**config.mk**
```make
export PLATFORM = sky130hd
export DESIGN_NAME = cobs_frame_checksum_decoder_flat
export DESIGN_NICKNAME = d
export VERILOG_FILES = /design/src/rtl/cfcd_pkg.sv /design/src/rtl/cfcd_event_if.sv /design/src/rtl/cobs_frame_checksum_decoder.sv /design/src/rtl/cfcd_queue.sv /design/src/rtl/cfcd_decoder.sv /design/src/flat_wrapper.sv
export SDC_FILE = /design/constraint.sdc
export NUM_CORES = 1
export LEC_CHECK = 0
export BUFFER_PORTS_ARGS = -buffer_cell sky130_fd_sc_hd__buf_2
export CAP_MARGIN = 20
export CELL_PAD_IN_SITES_DETAIL_PLACEMENT = 0
export CELL_PAD_IN_SITES_GLOBAL_PLACEMENT = 1
export CORE_MARGIN = 2
export CORE_UTILIZATION = 40
export CTS_BUF_LIST = sky130_fd_sc_hd__clkbuf_4
export DETAILED_ROUTE_END_ITERATION = 6
export HOLD_SLACK_MARGIN = 0.02
export PLACE_DENSITY_LB_ADDON = 0.12
export SYNTH_ARGS = -nofsm -noshare
export SYNTH_HDL_FRONTEND = slang
export SYNTH_SLANG_ARGS = --single-unit
```
**constraint.sdc**
```tcl
create_clock -name clk -period 8.1 [get_ports clk]
set_input_delay 1.62 -clock clk [delete_from_list [all_inputs] [get_ports clk]]
set_output_delay 1.62 -clock clk [all_outputs]
set_load 0.01 [all_outputs]
```
**src/rtl/cfcd_pkg.sv**
```systemverilog
// Package for the COBS frame checksum decoder.
// Holds the frame size limit, the event and result codes and the queue entry type.
// No dependencies.
`timescale 1ns / 1ps

package cfcd_pkg;

  // Largest number of bytes kept in one frame; later bytes are dropped.
  localparam int MAX_FRAME = 1024;
  // Byte position counter width: it must be able to hold MAX_FRAME itself.
  localparam int POS_W = $clog2(MAX_FRAME + 1);

  localparam int SUM_W = 16;
  localparam int LEN_W = 10;

  typedef enum logic {
    EV_BYTE = 1'b0,
    EV_IDLE = 1'b1
  } event_kind_t;

  typedef enum logic {
    RK_PAYLOAD = 1'b0,
    RK_STATUS  = 1'b1
  } result_kind_t;

  typedef enum logic [2:0] {
    FS_OK        = 3'd0,
    FS_SHORT     = 3'd1,
    FS_BAD_START = 3'd2,
    FS_BAD_END   = 3'd3,
    FS_COBS_ZERO = 3'd4,
    FS_COBS_TRUNC = 3'd5,
    FS_CHECKSUM  = 3'd6
  } frame_status_t;

  typedef enum logic [1:0] {
    CE_NONE      = 2'd0,
    CE_ZERO_DATA = 2'd1,
    CE_ZERO_CODE = 2'd2
  } cobs_error_t;

  // Delimiter byte of the framing and the code byte of a full COBS group.
  localparam logic [7:0] COBS_DELIM = 8'h00;
  localparam logic [7:0] COBS_FULL  = 8'hFF;

  // Minimum frame: start byte, two checksum bytes and the terminator.
  localparam int MIN_FRAME = 4;

  typedef struct packed {
    event_kind_t kind;
    logic [7:0]  data;
  } event_t;

  // Handshake between the event queue and the decoder.
  typedef struct packed {
    logic   valid;
    event_t item;
  } queue_head_t;

endpackage

```
**src/rtl/cfcd_event_if.sv**
```systemverilog
// Stream interfaces for the COBS frame checksum decoder: input events and results.
// Depends on nothing; payload fields are plain vectors at the field widths.
`timescale 1ns / 1ps

interface cfcd_event_if;
  logic       valid;
  logic       ready;
  logic       event_kind;
  logic [7:0] rx_byte;

  modport source (output valid, output event_kind, output rx_byte, input ready);
  modport sink (input valid, input event_kind, input rx_byte, output ready);
endinterface

interface cfcd_result_if;
  logic       valid;
  logic       ready;
  logic       result_kind;
  logic [7:0] payload_byte;
  logic [2:0] frame_status;
  logic [9:0] payload_length;

  modport source (output valid, output result_kind, output payload_byte,
                  output frame_status, output payload_length, input ready);
  modport sink (input valid, input result_kind, input payload_byte,
                input frame_status, input payload_length, output ready);
endinterface

```
**src/rtl/cobs_frame_checksum_decoder.sv**
```systemverilog
// Top level of the COBS frame checksum decoder: event queue in front, decoder behind.
// Depends on cfcd_pkg, cfcd_event_if, cfcd_result_if, cfcd_queue and cfcd_decoder.
`timescale 1ns / 1ps

// Channel     Direction  Beat contents
// event_in    in         event_kind (byte or line idle), rx_byte
// result_out  out        result_kind, payload_byte, frame_status, payload_length
//
// A steady stream sustains one beat per cycle while result_out takes its beats.
// An accepted event is registered in a queue entry, and any result beat it yields is
// then registered in the single result register as the decoder's frame state updates.
// rst is synchronous and active high; it empties the queue, clears the frame state and
// drops any pending result. No clearing pass is needed.
// A stalled result_out holds the decoder; the two-entry queue keeps event_in ready until
// both entries are full.

module cobs_frame_checksum_decoder
  import cfcd_pkg::*;
(
  input  logic clk,
  input  logic rst,
  cfcd_event_if.sink    event_in,
  cfcd_result_if.source result_out
);

  event_t        in_item;
  queue_head_t   head;
  logic          pop;
  result_kind_t  out_kind;
  frame_status_t out_status;

  // Incoming events are only buffered here; all frame decisions live in the decoder.
  assign in_item.kind = event_kind_t'(event_in.event_kind);
  assign in_item.data = event_in.rx_byte;

  cfcd_queue u_queue (
    .clk      (clk),
    .rst      (rst),
    .in_valid (event_in.valid),
    .in_ready (event_in.ready),
    .in_item  (in_item),
    .head     (head),
    .pop      (pop)
  );

  // The decoder owns the frame state and the output register that parts it from the sink.
  cfcd_decoder u_decoder (
    .clk        (clk),
    .rst        (rst),
    .head       (head),
    .pop        (pop),
    .out_valid  (result_out.valid),
    .out_ready  (result_out.ready),
    .out_kind   (out_kind),
    .out_byte   (result_out.payload_byte),
    .out_status (out_status),
    .out_length (result_out.payload_length)
  );

  assign result_out.result_kind  = out_kind;
  assign result_out.frame_status = out_status;

  // A payload beat never carries status or length.
  a_payload_clean : assert property (@(posedge clk) disable iff (rst)
    result_out.valid && out_kind == RK_PAYLOAD
      |-> out_status == FS_OK && result_out.payload_length == '0)
    else $error("payload beat carries status fields");

  // A status beat never carries a data byte.
  a_status_clean : assert property (@(posedge clk) disable iff (rst)
    result_out.valid && out_kind == RK_STATUS |-> result_out.payload_byte == 8'd0)
    else $error("status beat carries a payload byte");

  // Reset leaves the queue empty, so events are taken right after it.
  a_ready_after_reset : assert property (@(posedge clk)
    rst |=> event_in.ready)
    else $error("event_in not ready after reset");

  // No result appears in the cycle after reset.
  a_no_result_after_reset : assert property (@(posedge clk)
    rst |=> !result_out.valid)
    else $error("result beat right after reset");

endmodule

```
**src/rtl/cfcd_queue.sv**
```systemverilog
// Front part of the COBS frame checksum decoder: accepts events into a two-entry queue.
// Depends on cfcd_pkg.
`timescale 1ns / 1ps

module cfcd_queue
  import cfcd_pkg::*;
(
  input  logic        clk,
  input  logic        rst,
  input  logic        in_valid,
  output logic        in_ready,
  input  event_t      in_item,
  output queue_head_t head,
  input  logic        pop
);

  event_t     entries [2];
  logic       wr_ptr;
  logic       rd_ptr;
  logic [1:0] count;
  logic       push;
  logic       do_pop;

  assign in_ready = (count != 2'd2);
  assign push     = in_valid && in_ready;
  assign do_pop   = pop && (count != 2'd0);

  assign head.valid = (count != 2'd0);
  assign head.item  = entries[rd_ptr];

  always_ff @(posedge clk) begin
    if (push) begin
      entries[wr_ptr] <= in_item;
    end
  end

  always_ff @(posedge clk) begin
    if (rst) begin
      wr_ptr <= 1'b0;
      rd_ptr <= 1'b0;
      count  <= 2'd0;
    end else begin
      if (push) begin
        wr_ptr <= ~wr_ptr;
      end
      if (do_pop) begin
        rd_ptr <= ~rd_ptr;
      end
      count <= count + {1'b0, push} - {1'b0, do_pop};
    end
  end

endmodule

```
**src/rtl/cfcd_decoder.sv**
```systemverilog
// Back part of the COBS frame checksum decoder: frame state, COBS decode, checksum
// and the result register. Depends on cfcd_pkg.
`timescale 1ns / 1ps

module cfcd_decoder
  import cfcd_pkg::*;
(
  input  logic          clk,
  input  logic          rst,
  input  queue_head_t   head,
  output logic          pop,
  output logic          out_valid,
  input  logic          out_ready,
  output result_kind_t  out_kind,
  output logic [7:0]    out_byte,
  output frame_status_t out_status,
  output logic [LEN_W-1:0] out_length
);

  logic [POS_W-1:0] byte_position, byte_position_next;
  logic             start_ok, start_ok_next;
  logic [SUM_W-1:0] expected_sum, expected_sum_next;
  logic [SUM_W-1:0] running_sum, running_sum_next;
  logic [7:0]       group_remaining, group_remaining_next;
  logic             zero_pending, zero_pending_next;
  logic             held_terminator, held_terminator_next;
  cobs_error_t      cobs_error, cobs_error_next;
  logic [7:0]       last_byte, last_byte_next;
  logic [POS_W-1:0] decoded_count, decoded_count_next;

  logic          emit;
  logic [7:0]    emit_val;
  logic          res_valid;
  result_kind_t  res_kind;
  frame_status_t status;

  // The result register frees itself when taken, so one event can retire per cycle.
  assign pop = head.valid && (!out_valid || out_ready);

  always_comb begin
    priority if (byte_position < POS_W'(MIN_FRAME)) begin
      status = FS_SHORT;
    end else if (!start_ok) begin
      status = FS_BAD_START;
    end else if (!held_terminator || last_byte != COBS_DELIM) begin
      status = FS_BAD_END;
    end else if (cobs_error != CE_NONE) begin
      status = FS_COBS_ZERO;
    end else if (group_remaining != 8'd0) begin
      status = FS_COBS_TRUNC;
    end else if (running_sum != expected_sum) begin
      status = FS_CHECKSUM;
    end else begin
      status = FS_OK;
    end
  end

  always_comb begin
    byte_position_next   = byte_position;
    start_ok_next        = start_ok;
    expected_sum_next    = expected_sum;
    running_sum_next     = running_sum;
    group_remaining_next = group_remaining;
    zero_pending_next    = zero_pending;
    held_terminator_next = held_terminator;
    cobs_error_next      = cobs_error;
    last_byte_next       = last_byte;
    decoded_count_next   = decoded_count;
    emit                 = 1'b0;
    emit_val             = 8'd0;
    res_valid            = 1'b0;
    res_kind             = RK_PAYLOAD;

    if (head.item.kind == EV_IDLE) begin
      res_valid            = 1'b1;
      res_kind             = RK_STATUS;
      byte_position_next   = '0;
      start_ok_next        = 1'b0;
      expected_sum_next    = '0;
      running_sum_next     = '0;
      group_remaining_next = 8'd0;
      zero_pending_next    = 1'b0;
      held_terminator_next = 1'b0;
      cobs_error_next      = CE_NONE;
      last_byte_next       = 8'd0;
      decoded_count_next   = '0;
    end else if (byte_position < POS_W'(MAX_FRAME)) begin
      // The held byte is decoded now that this byte shows it was not the terminator.
      if (byte_position >= POS_W'(MIN_FRAME) && cobs_error != CE_ZERO_CODE) begin
        if (group_remaining == 8'd0) begin
          zero_pending_next = 1'b0;
          if (last_byte == COBS_DELIM) begin
            cobs_error_next = CE_ZERO_CODE;
          end else begin
            group_remaining_next = last_byte - 8'd1;
            zero_pending_next    = (last_byte != COBS_FULL);
          end
          emit     = zero_pending;
          emit_val = 8'd0;
        end else begin
          group_remaining_next = group_remaining - 8'd1;
          if (last_byte == COBS_DELIM && cobs_error == CE_NONE) begin
            cobs_error_next = CE_ZERO_DATA;
          end
          emit     = 1'b1;
          emit_val = last_byte;
        end
      end
      if (emit) begin
        running_sum_next   = running_sum + {8'd0, emit_val};
        decoded_count_next = decoded_count + POS_W'(1);
      end
      res_valid = emit;

      if (byte_position == POS_W'(0)) begin
        start_ok_next = (head.item.data == COBS_DELIM);
      end else if (byte_position == POS_W'(1)) begin
        expected_sum_next[7:0] = head.item.data;
      end else if (byte_position == POS_W'(2)) begin
        expected_sum_next[15:8] = head.item.data;
      end
      last_byte_next       = head.item.data;
      held_terminator_next = (byte_position >= POS_W'(3));
      byte_position_next   = byte_position + POS_W'(1);
    end
  end

  always_ff @(posedge clk) begin
    if (rst) begin
      byte_position   <= '0;
      start_ok        <= 1'b0;
      expected_sum    <= '0;
      running_sum     <= '0;
      group_remaining <= 8'd0;
      zero_pending    <= 1'b0;
      held_terminator <= 1'b0;
      cobs_error      <= CE_NONE;
      last_byte       <= 8'd0;
      decoded_count   <= '0;
    end else if (pop) begin
      byte_position   <= byte_position_next;
      start_ok        <= start_ok_next;
      expected_sum    <= expected_sum_next;
      running_sum     <= running_sum_next;
      group_remaining <= group_remaining_next;
      zero_pending    <= zero_pending_next;
      held_terminator <= held_terminator_next;
      cobs_error      <= cobs_error_next;
      last_byte       <= last_byte_next;
      decoded_count   <= decoded_count_next;
    end
  end

  always_ff @(posedge clk) begin
    if (rst) begin
      out_valid <= 1'b0;
    end else if (pop) begin
      out_valid <= res_valid;
    end else if (out_ready) begin
      out_valid <= 1'b0;
    end
  end

  always_ff @(posedge clk) begin
    if (pop && res_valid) begin
      out_kind <= res_kind;
      if (res_kind == RK_STATUS) begin
        out_byte   <= 8'd0;
        out_status <= status;
        out_length <= decoded_count[LEN_W-1:0];
      end else begin
        out_byte   <= emit_val;
        out_status <= FS_OK;
        out_length <= '0;
      end
    end
  end

endmodule
```
**src/flat_wrapper.sv**
```systemverilog
// flat-port wrapper written by rule: the top's interface ports become plain ports
module cobs_frame_checksum_decoder_flat import cfcd_pkg::*;
  (clk, rst, event_in_valid, event_in_event_kind, event_in_rx_byte, event_in_ready, result_out_valid, result_out_result_kind, result_out_payload_byte, result_out_frame_status, result_out_payload_length, result_out_ready);
  cfcd_event_if event_in_i ();
  cfcd_result_if result_out_i ();
  input  logic clk;
  input  logic rst;
  input wire logic [$bits(event_in_i.valid)-1:0] event_in_valid;
  input wire logic [$bits(event_in_i.event_kind)-1:0] event_in_event_kind;
  input wire logic [$bits(event_in_i.rx_byte)-1:0] event_in_rx_byte;
  output wire logic [$bits(event_in_i.ready)-1:0] event_in_ready;
  output wire logic [$bits(result_out_i.valid)-1:0] result_out_valid;
  output wire logic [$bits(result_out_i.result_kind)-1:0] result_out_result_kind;
  output wire logic [$bits(result_out_i.payload_byte)-1:0] result_out_payload_byte;
  output wire logic [$bits(result_out_i.frame_status)-1:0] result_out_frame_status;
  output wire logic [$bits(result_out_i.payload_length)-1:0] result_out_payload_length;
  input wire logic [$bits(result_out_i.ready)-1:0] result_out_ready;
  assign event_in_i.valid = event_in_valid;
  assign event_in_i.event_kind = event_in_event_kind;
  assign event_in_i.rx_byte = event_in_rx_byte;
  assign event_in_ready = event_in_i.ready;
  assign result_out_valid = result_out_i.valid;
  assign result_out_result_kind = result_out_i.result_kind;
  assign result_out_payload_byte = result_out_i.payload_byte;
  assign result_out_frame_status = result_out_i.frame_status;
  assign result_out_payload_length = result_out_i.payload_length;
  assign result_out_i.ready = result_out_ready;
  cobs_frame_checksum_decoder u_core (.clk(clk), .rst(rst), .event_in(event_in_i), .result_out(result_out_i));
endmodule
```
==> results of run 1 <==
final timing paths:
kind	slack, ns	endpoint
max reg2reg	4.36	u_core.u_decoder.running_sum[14]
min reg2reg	0.48	u_core.u_decoder.expected_sum[3]
min	0.48	u_core.u_decoder.expected_sum[3]
max	4.36	u_core.u_decoder.running_sum[14]
layer usage:
| metal | share of wire | vias to the layer above | track usage |
|---|---|---|---|
| li1 | - | 2313 | - |
| met5 | 0 | - | 0 |
| met3 | 0.039 | 17 | 0.0391 |
| met2 | 0.47 | 114 | 0.308 |
| met4 | 0.014 | 0 | 0.0674 |
| met1 | 0.48 | 2256 | 0.262 |
worst reg2reg max path, stage by stage, from the launching register on:
cell and delay (ns):
dfxtp_1 0.39, nor3_1 0.49, and3_1 0.58, nor3_1 0.23
and2_2 0.25, ha_1 0.20, fa_1 0.41, a21o_1 0.20
a22o_1 0.23, o41ai_1 0.24, clkbuf_2 0.24, or4_1 0.13
a21oi_1 0.06
flip-flops by register name (all words and copies together), names as in the netlist, 10 cells and up, named ones only:
signal	cells
u_core.u_queue.entries	18
u_core.u_decoder.expected_sum	16
u_core.u_decoder.running_sum	16
u_core.u_decoder.byte_position	11
u_core.u_decoder.decoded_count	10
u_core.u_decoder.out_length	10
cell usage in the layout (no fill, tap or decap), drive strengths merged, types with 5 or more instances in the layout:
cell | synthesis | final
a21oi | 43 | 43
a22oi | 10 | 10
and2 | 26 | 26
and3 | 10 | 10
buf | 9 | 40
clkbuf | 21 | 20
clkinv | 0 | 9
dfxtp | 80 | 80
edfxtp | 40 | 40
ha | 16 | 16
inv | 14 | 15
mux2 | 8 | 8
nand2 | 37 | 37
nand3 | 42 | 42
nand4 | 12 | 12
nor2 | 40 | 40
nor2b | 5 | 5
nor3 | 14 | 14
nor4 | 16 | 16
o21ai | 35 | 35
o311ai | 5 | 5
o31ai | 10 | 10
or3 | 9 | 9
or4 | 12 | 12
xnor2 | 7 | 7
xor2 | 28 | 28
area by class of cell:
class	instances	share of cell area
Clock inverter	13	0.0130
Clock buffer	19	0.0224
Inverter	14	0.00824
Multi-Input combinational cell	439	0.445
Tap cell	184	0.0361
Timing Repair Buffer	42	0.0357
Sequential cell	120	0.440
logic make-up after synthesis:
family          after synthesis  synth area share
compound gates              140             0.156
xor+xnor                     35            0.0527
fa+ha+maj                    17            0.0378
buf+inv                      44            0.0314
flops                       120             0.482
mux                          10            0.0189
simple gates                237             0.221
power groups by stage:
stage	Clock (mW)	Combinational, mW	Sequential (mW)
after detailed placement	0	0.686	0.806
final	0.360	0.685	0.792
after global placement	0	0.679	0.803
after global routing	0.398	0.764	0.806
after floorplan	0	0.516	0.781
after CTS	0.374	0.689	0.792
==> flow_metrics.py, run 1 <==
metrics = {
    "detailed_routing": {
        "ant_nets": 0,
        "drt_iter0_markers": 360,
        "vias": 4700,
        "drc": 0,
        "wl_microns": 14400,
        "wl_per_cell_microns": 17.3,
        "via_per_inst": 5.66,
        "first_pass_iters": 7,
    },
    "global_route": {
        "grt_max_degree": 40,
        "grt_pass1_vias": 4543,
        "antenna_found_initial": 0,
        "grt_usage": 0.193,
        "grt_pass1_wl_microns": 23800,
        "grt-ovfl-total": 0,
    },
    "floorplan": {
        "io-pin-count": 37,
        "die_w_microns": 125,
        "rows": 44,
        "start_util": 0.405,
        "fp.dieArea_sq_um": 15500,
        "die_y_microns": 125,
        "core_sq_um": 14400,
    },
    "power": {
        "switching_power_uw": 763,
        "comb_power_share": 0.373,
        "p_seq_frac": 0.431,
        "irDropWorstVdd_mv": 0.131,
        "p_leak_nw": 2.43,
        "total_power_mw": 1.84,
        "clkPwrFrac": 0.196,
        "sw_frac_of_total": 0.415,
        "p_int_mw": 1.07,
        "power.density_nw_per_um2": 288,
    },
    "clock_network": {
        "cts_num_sinks": 120,
        "insertion_delay_ns": 0.53,
        "htree_num_levels": 4,
        "clock_path_buffers": 2,
        "cts_tree": "yes",
        "post-cts-setup-buffer-count": 0,
        "ctsHoldBuffers": 0,
        "cts_buffers": 17,
        "clk_pin_slew_ns": 0.11,
        "cts_root_buf": "clkbuf_4",
        "ctsResizeCount": 0,
    },
    "critical_path": {
        "crit_start": "u_core.u_decoder.group_remaining[3]",
        "reg2reg_depth": 12,
        "crit_buf_inv": 1,
        "r2r_start": "u_core.u_decoder.group_remaining[3]",
        "critical-path-top-delay-family": "simple AND/OR/NAND/NOR gates",
        "cp-start-kind": "flop",
        "worst_path_largest_cell_delay_ns": 0.58,
        "path_cells": "nor3_1 > and3_1 > nor3_1 > and2_2 > ha_1 > fa_1 > a21o_1 > a22o_1 > o41ai_1 > clkbuf_2 > or4_1 > a21oi_1",
        "crit_cells": 12,
        "worstPathMaxFanout": 12,
        "worstPathRequired_ns": 8.53,
        "cp.arrival_ns": 4.17,
        "worstSetupPathType": "flop to flop",
        "crit_top_cell": "nor3_1",
        "end_kind": "flop",
        "critPathSlowestCell": "and3_1",
    },
    "placed_design": {
        "gp_congestion": 0.845,
        "port_buffers": 36,
        "detailed_place_hpwl_microns": 10100,
        "placedCellCount": 797,
        "dpl_cell_area_sq_um": 6130,
        "place_ws_ns": 3.96,
    },
    "synthesis": {
        "synth_top_area_cell": "dfxtp_1",
        "async_flop_share": 0,
        "yosys-top-cells-count": "80 x dfxtp_1, 42 x a21oi_1, 42 x nand3_1, 40 x edfxtp_1, 39 x nor2_1",
        "yosys.area.top_type_share": 0.275,
        "syn-cell-area_sq_um": 5820,
        "synth_area_leaders": "dfxtp_1 28%, edfxtp_1 21%, xor2_1 4.2%",
        "syn_nets": 633,
        "synth_edf_count": 40,
        "ys_ff_latch": 120,
        "synthFlopType": "dfxtp_1",
        "synth_cell_types": 67,
        "synth.yosys.warnings": 0,
        "netlist_instances": 603,
        "avgSynthCellArea_sq_um": 9.65,
        "yosysMostFrequentCell": "dfxtp_1",
        "ys_seq_area_frac": 0.482,
    },
    "sta": {
        "rsz0062_at_grt": "false",
        "finalCritPeriodShare": 0.461,
        "relSlewSlack": 0.376,
        "min_period_ns": 3.74,
        "holdWs_ns": 0.479,
        "finalHoldViolCount": 0,
        "skew_ns": 0.0116,
        "slew_viol_final": 0,
        "fmax_ghz": 0.268,
        "finalSetupViolCount": 0,
        "worst_slack_ns": 4.36,
        "worst_pin_slew_ns": 0.931,
        "fin_setup_tns_ns": 0,
    },
    "finish": {
        "stdcell_area_sq_um": 6380,
        "num-nets-final": 664,
        "final_util": 0.444,
        "area_delta_synth_final_pct": 9.57,
        "multi_input_area_sq_um": 2840,
        "diodes": 0,
        "drive_gt1_frac": 0.159,
        "fill_cells": 1374,
        "fin_cells": 831,
        "ff_latch_area_sq_um": 2800,
    },
    "status": {
        "status": "complete, no violations",
    },
    "min_path": {
        "min-delay-start": "u_core.u_decoder.expected_sum[3]",
        "hold_class": "flop to flop",
        "worstHoldPathCells": 2,
    },
    "flow_run": {
        "drv_cap": 0,
    },
}
Power figures use the tool's default switching activity.
==> run 2: changes to the inputs <==
==> constraint.sdc (replaced) <==
create_clock -name clk -period 3.89 [get_ports clk]
set_input_delay 0.778 -clock clk [delete_from_list [all_inputs] [get_ports clk]]
set_output_delay 0.778 -clock clk [all_outputs]
set_load 0.01 [all_outputs]
==> flow_metrics.py, run 2 (same netlist as run 1, synthesis figures left out) <==
metrics = {
    "status": {
        "status": "complete, no violations",
    },
    "clock_network": {
        "cts_tree": "yes",
        "insertion_delay_ns": 0.53,
        "ctsHoldBuffers": 0,
        "htree_num_levels": 4,
        "cts_buffers": 17,
        "cts_root_buf": "clkbuf_4",
        "clock_path_buffers": 2,
        "cts_num_sinks": 120,
        "ctsResizeCount": 0,
        "clk_pin_slew_ns": 0.12,
        "post-cts-setup-buffer-count": 0,
    },
    "finish": {
        "area_delta_synth_final_pct": 12.2,
        "largest_register": "u_core.u_queue.entries",
        "fin_cells": 840,
        "final_cell_mix": "80 x dfxtp_1, 42 x nand3_1, 42 x a21oi_1",
        "final_common_cell": "dfxtp_1",
        "largest_register_ffs": 18,
        "drive_gt1_frac": 0.171,
        "reg_top3": "u_core.u_queue.entries x18, u_core.u_decoder.expected_sum x16, u_core.u_decoder.running_sum x16",
        "num-nets-final": 673,
        "diodes": 0,
        "stdcell_area_sq_um": 6530,
    },
    "min_path": {
        "hold_path_end": "u_core.u_queue.entries[1][2]",
        "min-delay-start": "event_in_rx_byte[2]",
        "hold_class": "input port to flop",
        "worstHoldPathCells": 1,
    },
    "flow_run": {
        "drv_cap": 0,
    },
    "placed_design": {
        "placedCellCount": 807,
        "dpl_cell_area_sq_um": 6210,
        "gp_congestion": 0.866,
        "port_buffers": 36,
        "detailed_place_hpwl_microns": 9830,
    },
    "power": {
        "p_int_mw": 2.49,
        "comb_power_share": 0.369,
        "clkPwrFrac": 0.234,
        "total_power_mw": 4.12,
        "switching_power_mw": 1.63,
        "p_leak_nw": 2.51,
        "p_seq_frac": 0.397,
        "sw_frac_of_total": 0.396,
        "irDropWorstVdd_mv": 0.317,
        "power.density_nw_per_um2": 632,
    },
    "global_route": {
        "grt_usage": 0.188,
        "grt_pass1_wl_microns": 23200,
        "grt-ovfl-total": 0,
        "grt_pass1_vias": 4500,
        "grt_max_degree": 39,
        "antenna_found_initial": 0,
    },
    "sta": {
        "fmax_ghz": 0.308,
        "min_period_ns": 3.25,
        "finalCritPeriodShare": 0.834,
        "relSlewSlack": 0.424,
        "finalHoldViolCount": 0,
        "holdWs_ns": 0.437,
        "finalSetupViolCount": 0,
        "fin_setup_tns_ns": 0,
        "worst_pin_slew_ns": 0.864,
        "slew_viol_final": 0,
        "skew_ns": 0.0195,
        "rsz0062_at_grt": "false",
    },
    "floorplan": {
        "die_w_microns": 125,
        "fp.dieArea_sq_um": 15500,
        "die_y_microns": 125,
        "core_sq_um": 14400,
        "io-pin-count": 37,
        "rows": 44,
        "start_util": 0.405,
    },
    "critical_path": {
        "crit_start": "u_core.u_decoder.group_remaining[3]",
        "r2r_slack_ns": 0.64,
        "reg2reg_depth": 12,
        "worstSetupPathType": "flop to flop",
        "cp-start-kind": "flop",
        "worstPathRequired_ns": 4.31,
        "r2r_start": "u_core.u_decoder.group_remaining[3]",
        "worstPathMaxFanout": 8,
        "rr_endpoint": "u_core.u_decoder.running_sum[10]",
        "end_kind": "flop",
        "cp.arrival_ns": 3.66,
    },
    "detailed_routing": {
        "wl_per_cell_microns": 16.8,
        "first_pass_iters": 5,
        "drc": 0,
        "drt_iter0_markers": 277,
        "wl_microns": 14100,
        "via_per_inst": 5.63,
        "ant_nets": 0,
        "vias": 4729,
    },
}
run 2: cell types whose count changed in the layout (fill, tap and decap cells not counted), sizes merged:
cell | previous run | this run
clkinvlp | 3 | 1
clkinv | 9 | 7
clkbuf | 20 | 18
buf | 40 | 50
bufinv | 0 | 3
inv | 15 | 17
run 2: final cells by class:
type | instances | area [sq um]
timing repair buffer | 51 | 298
tap | 184 | 230
sequential | 120 | 2800
clock buffer | 18 | 135
multi-input combinational | 439 | 2840
fill | 1393 | 7840
clock inverter | 14 | 173
inverter | 14 | 52.6
run 2: worst max path at each step:
stage	endpoint	slack [ns]	cells after the start
after floorplan	u_core.u_decoder.running_sum[10]	0.57	12
after global placement	u_core.u_decoder.running_sum[8]	0.75	12
after detailed placement	u_core.u_decoder.running_sum[14]	0.72	12
after CTS	u_core.u_decoder.running_sum[10]	0.67	12
after global routing	u_core.u_decoder.running_sum[10]	0.42	12
final	u_core.u_decoder.running_sum[10]	0.64	12
run 2: metrics by stage:
step | setup WS [ns] | util
6_report | 0.645 | 0.454
4_1_cts | 0.671 | 0.454
5_1_grt | 0.423 | 0.454
2_1_floorplan | 0.570 | -
3_3_place_gp | 0.745 | 0.432
3_5_place_dp | 0.722 | 0.432
run 2: power groups by stage:
stage	registers, mW	clock network (mW)	logic [mW]
3_5_place_dp	1.67	0	1.51
5_1_grt	1.66	1.06	1.66
3_3_place_gp	1.66	0	1.51
6_report	1.64	0.963	1.52
2_1_floorplan	1.63	0	1.07
4_1_cts	1.64	0.994	1.52
run 2: layer usage:
layer,GRT usage,up-vias,wire length (microns)
met5,0,-,0
met4,0.0879,0,432
met3,0.0485,33,735
met2,0.285,146,6280
met1,0.251,2214,6650
li1,-,2336,-
run 2: critical path, stage by stage, from the launching register on:
cell     delay [ns]
dfxtp_1        0.39
nor3_1         0.49
and3_1         0.26
nor3_1         0.11
and2_2         0.24
ha_1           0.20
fa_1           0.40
a21o_1         0.19
a22o_1         0.23
o41ai_1        0.25
buf_4          0.20
or4_1          0.11
a21oi_1        0.05
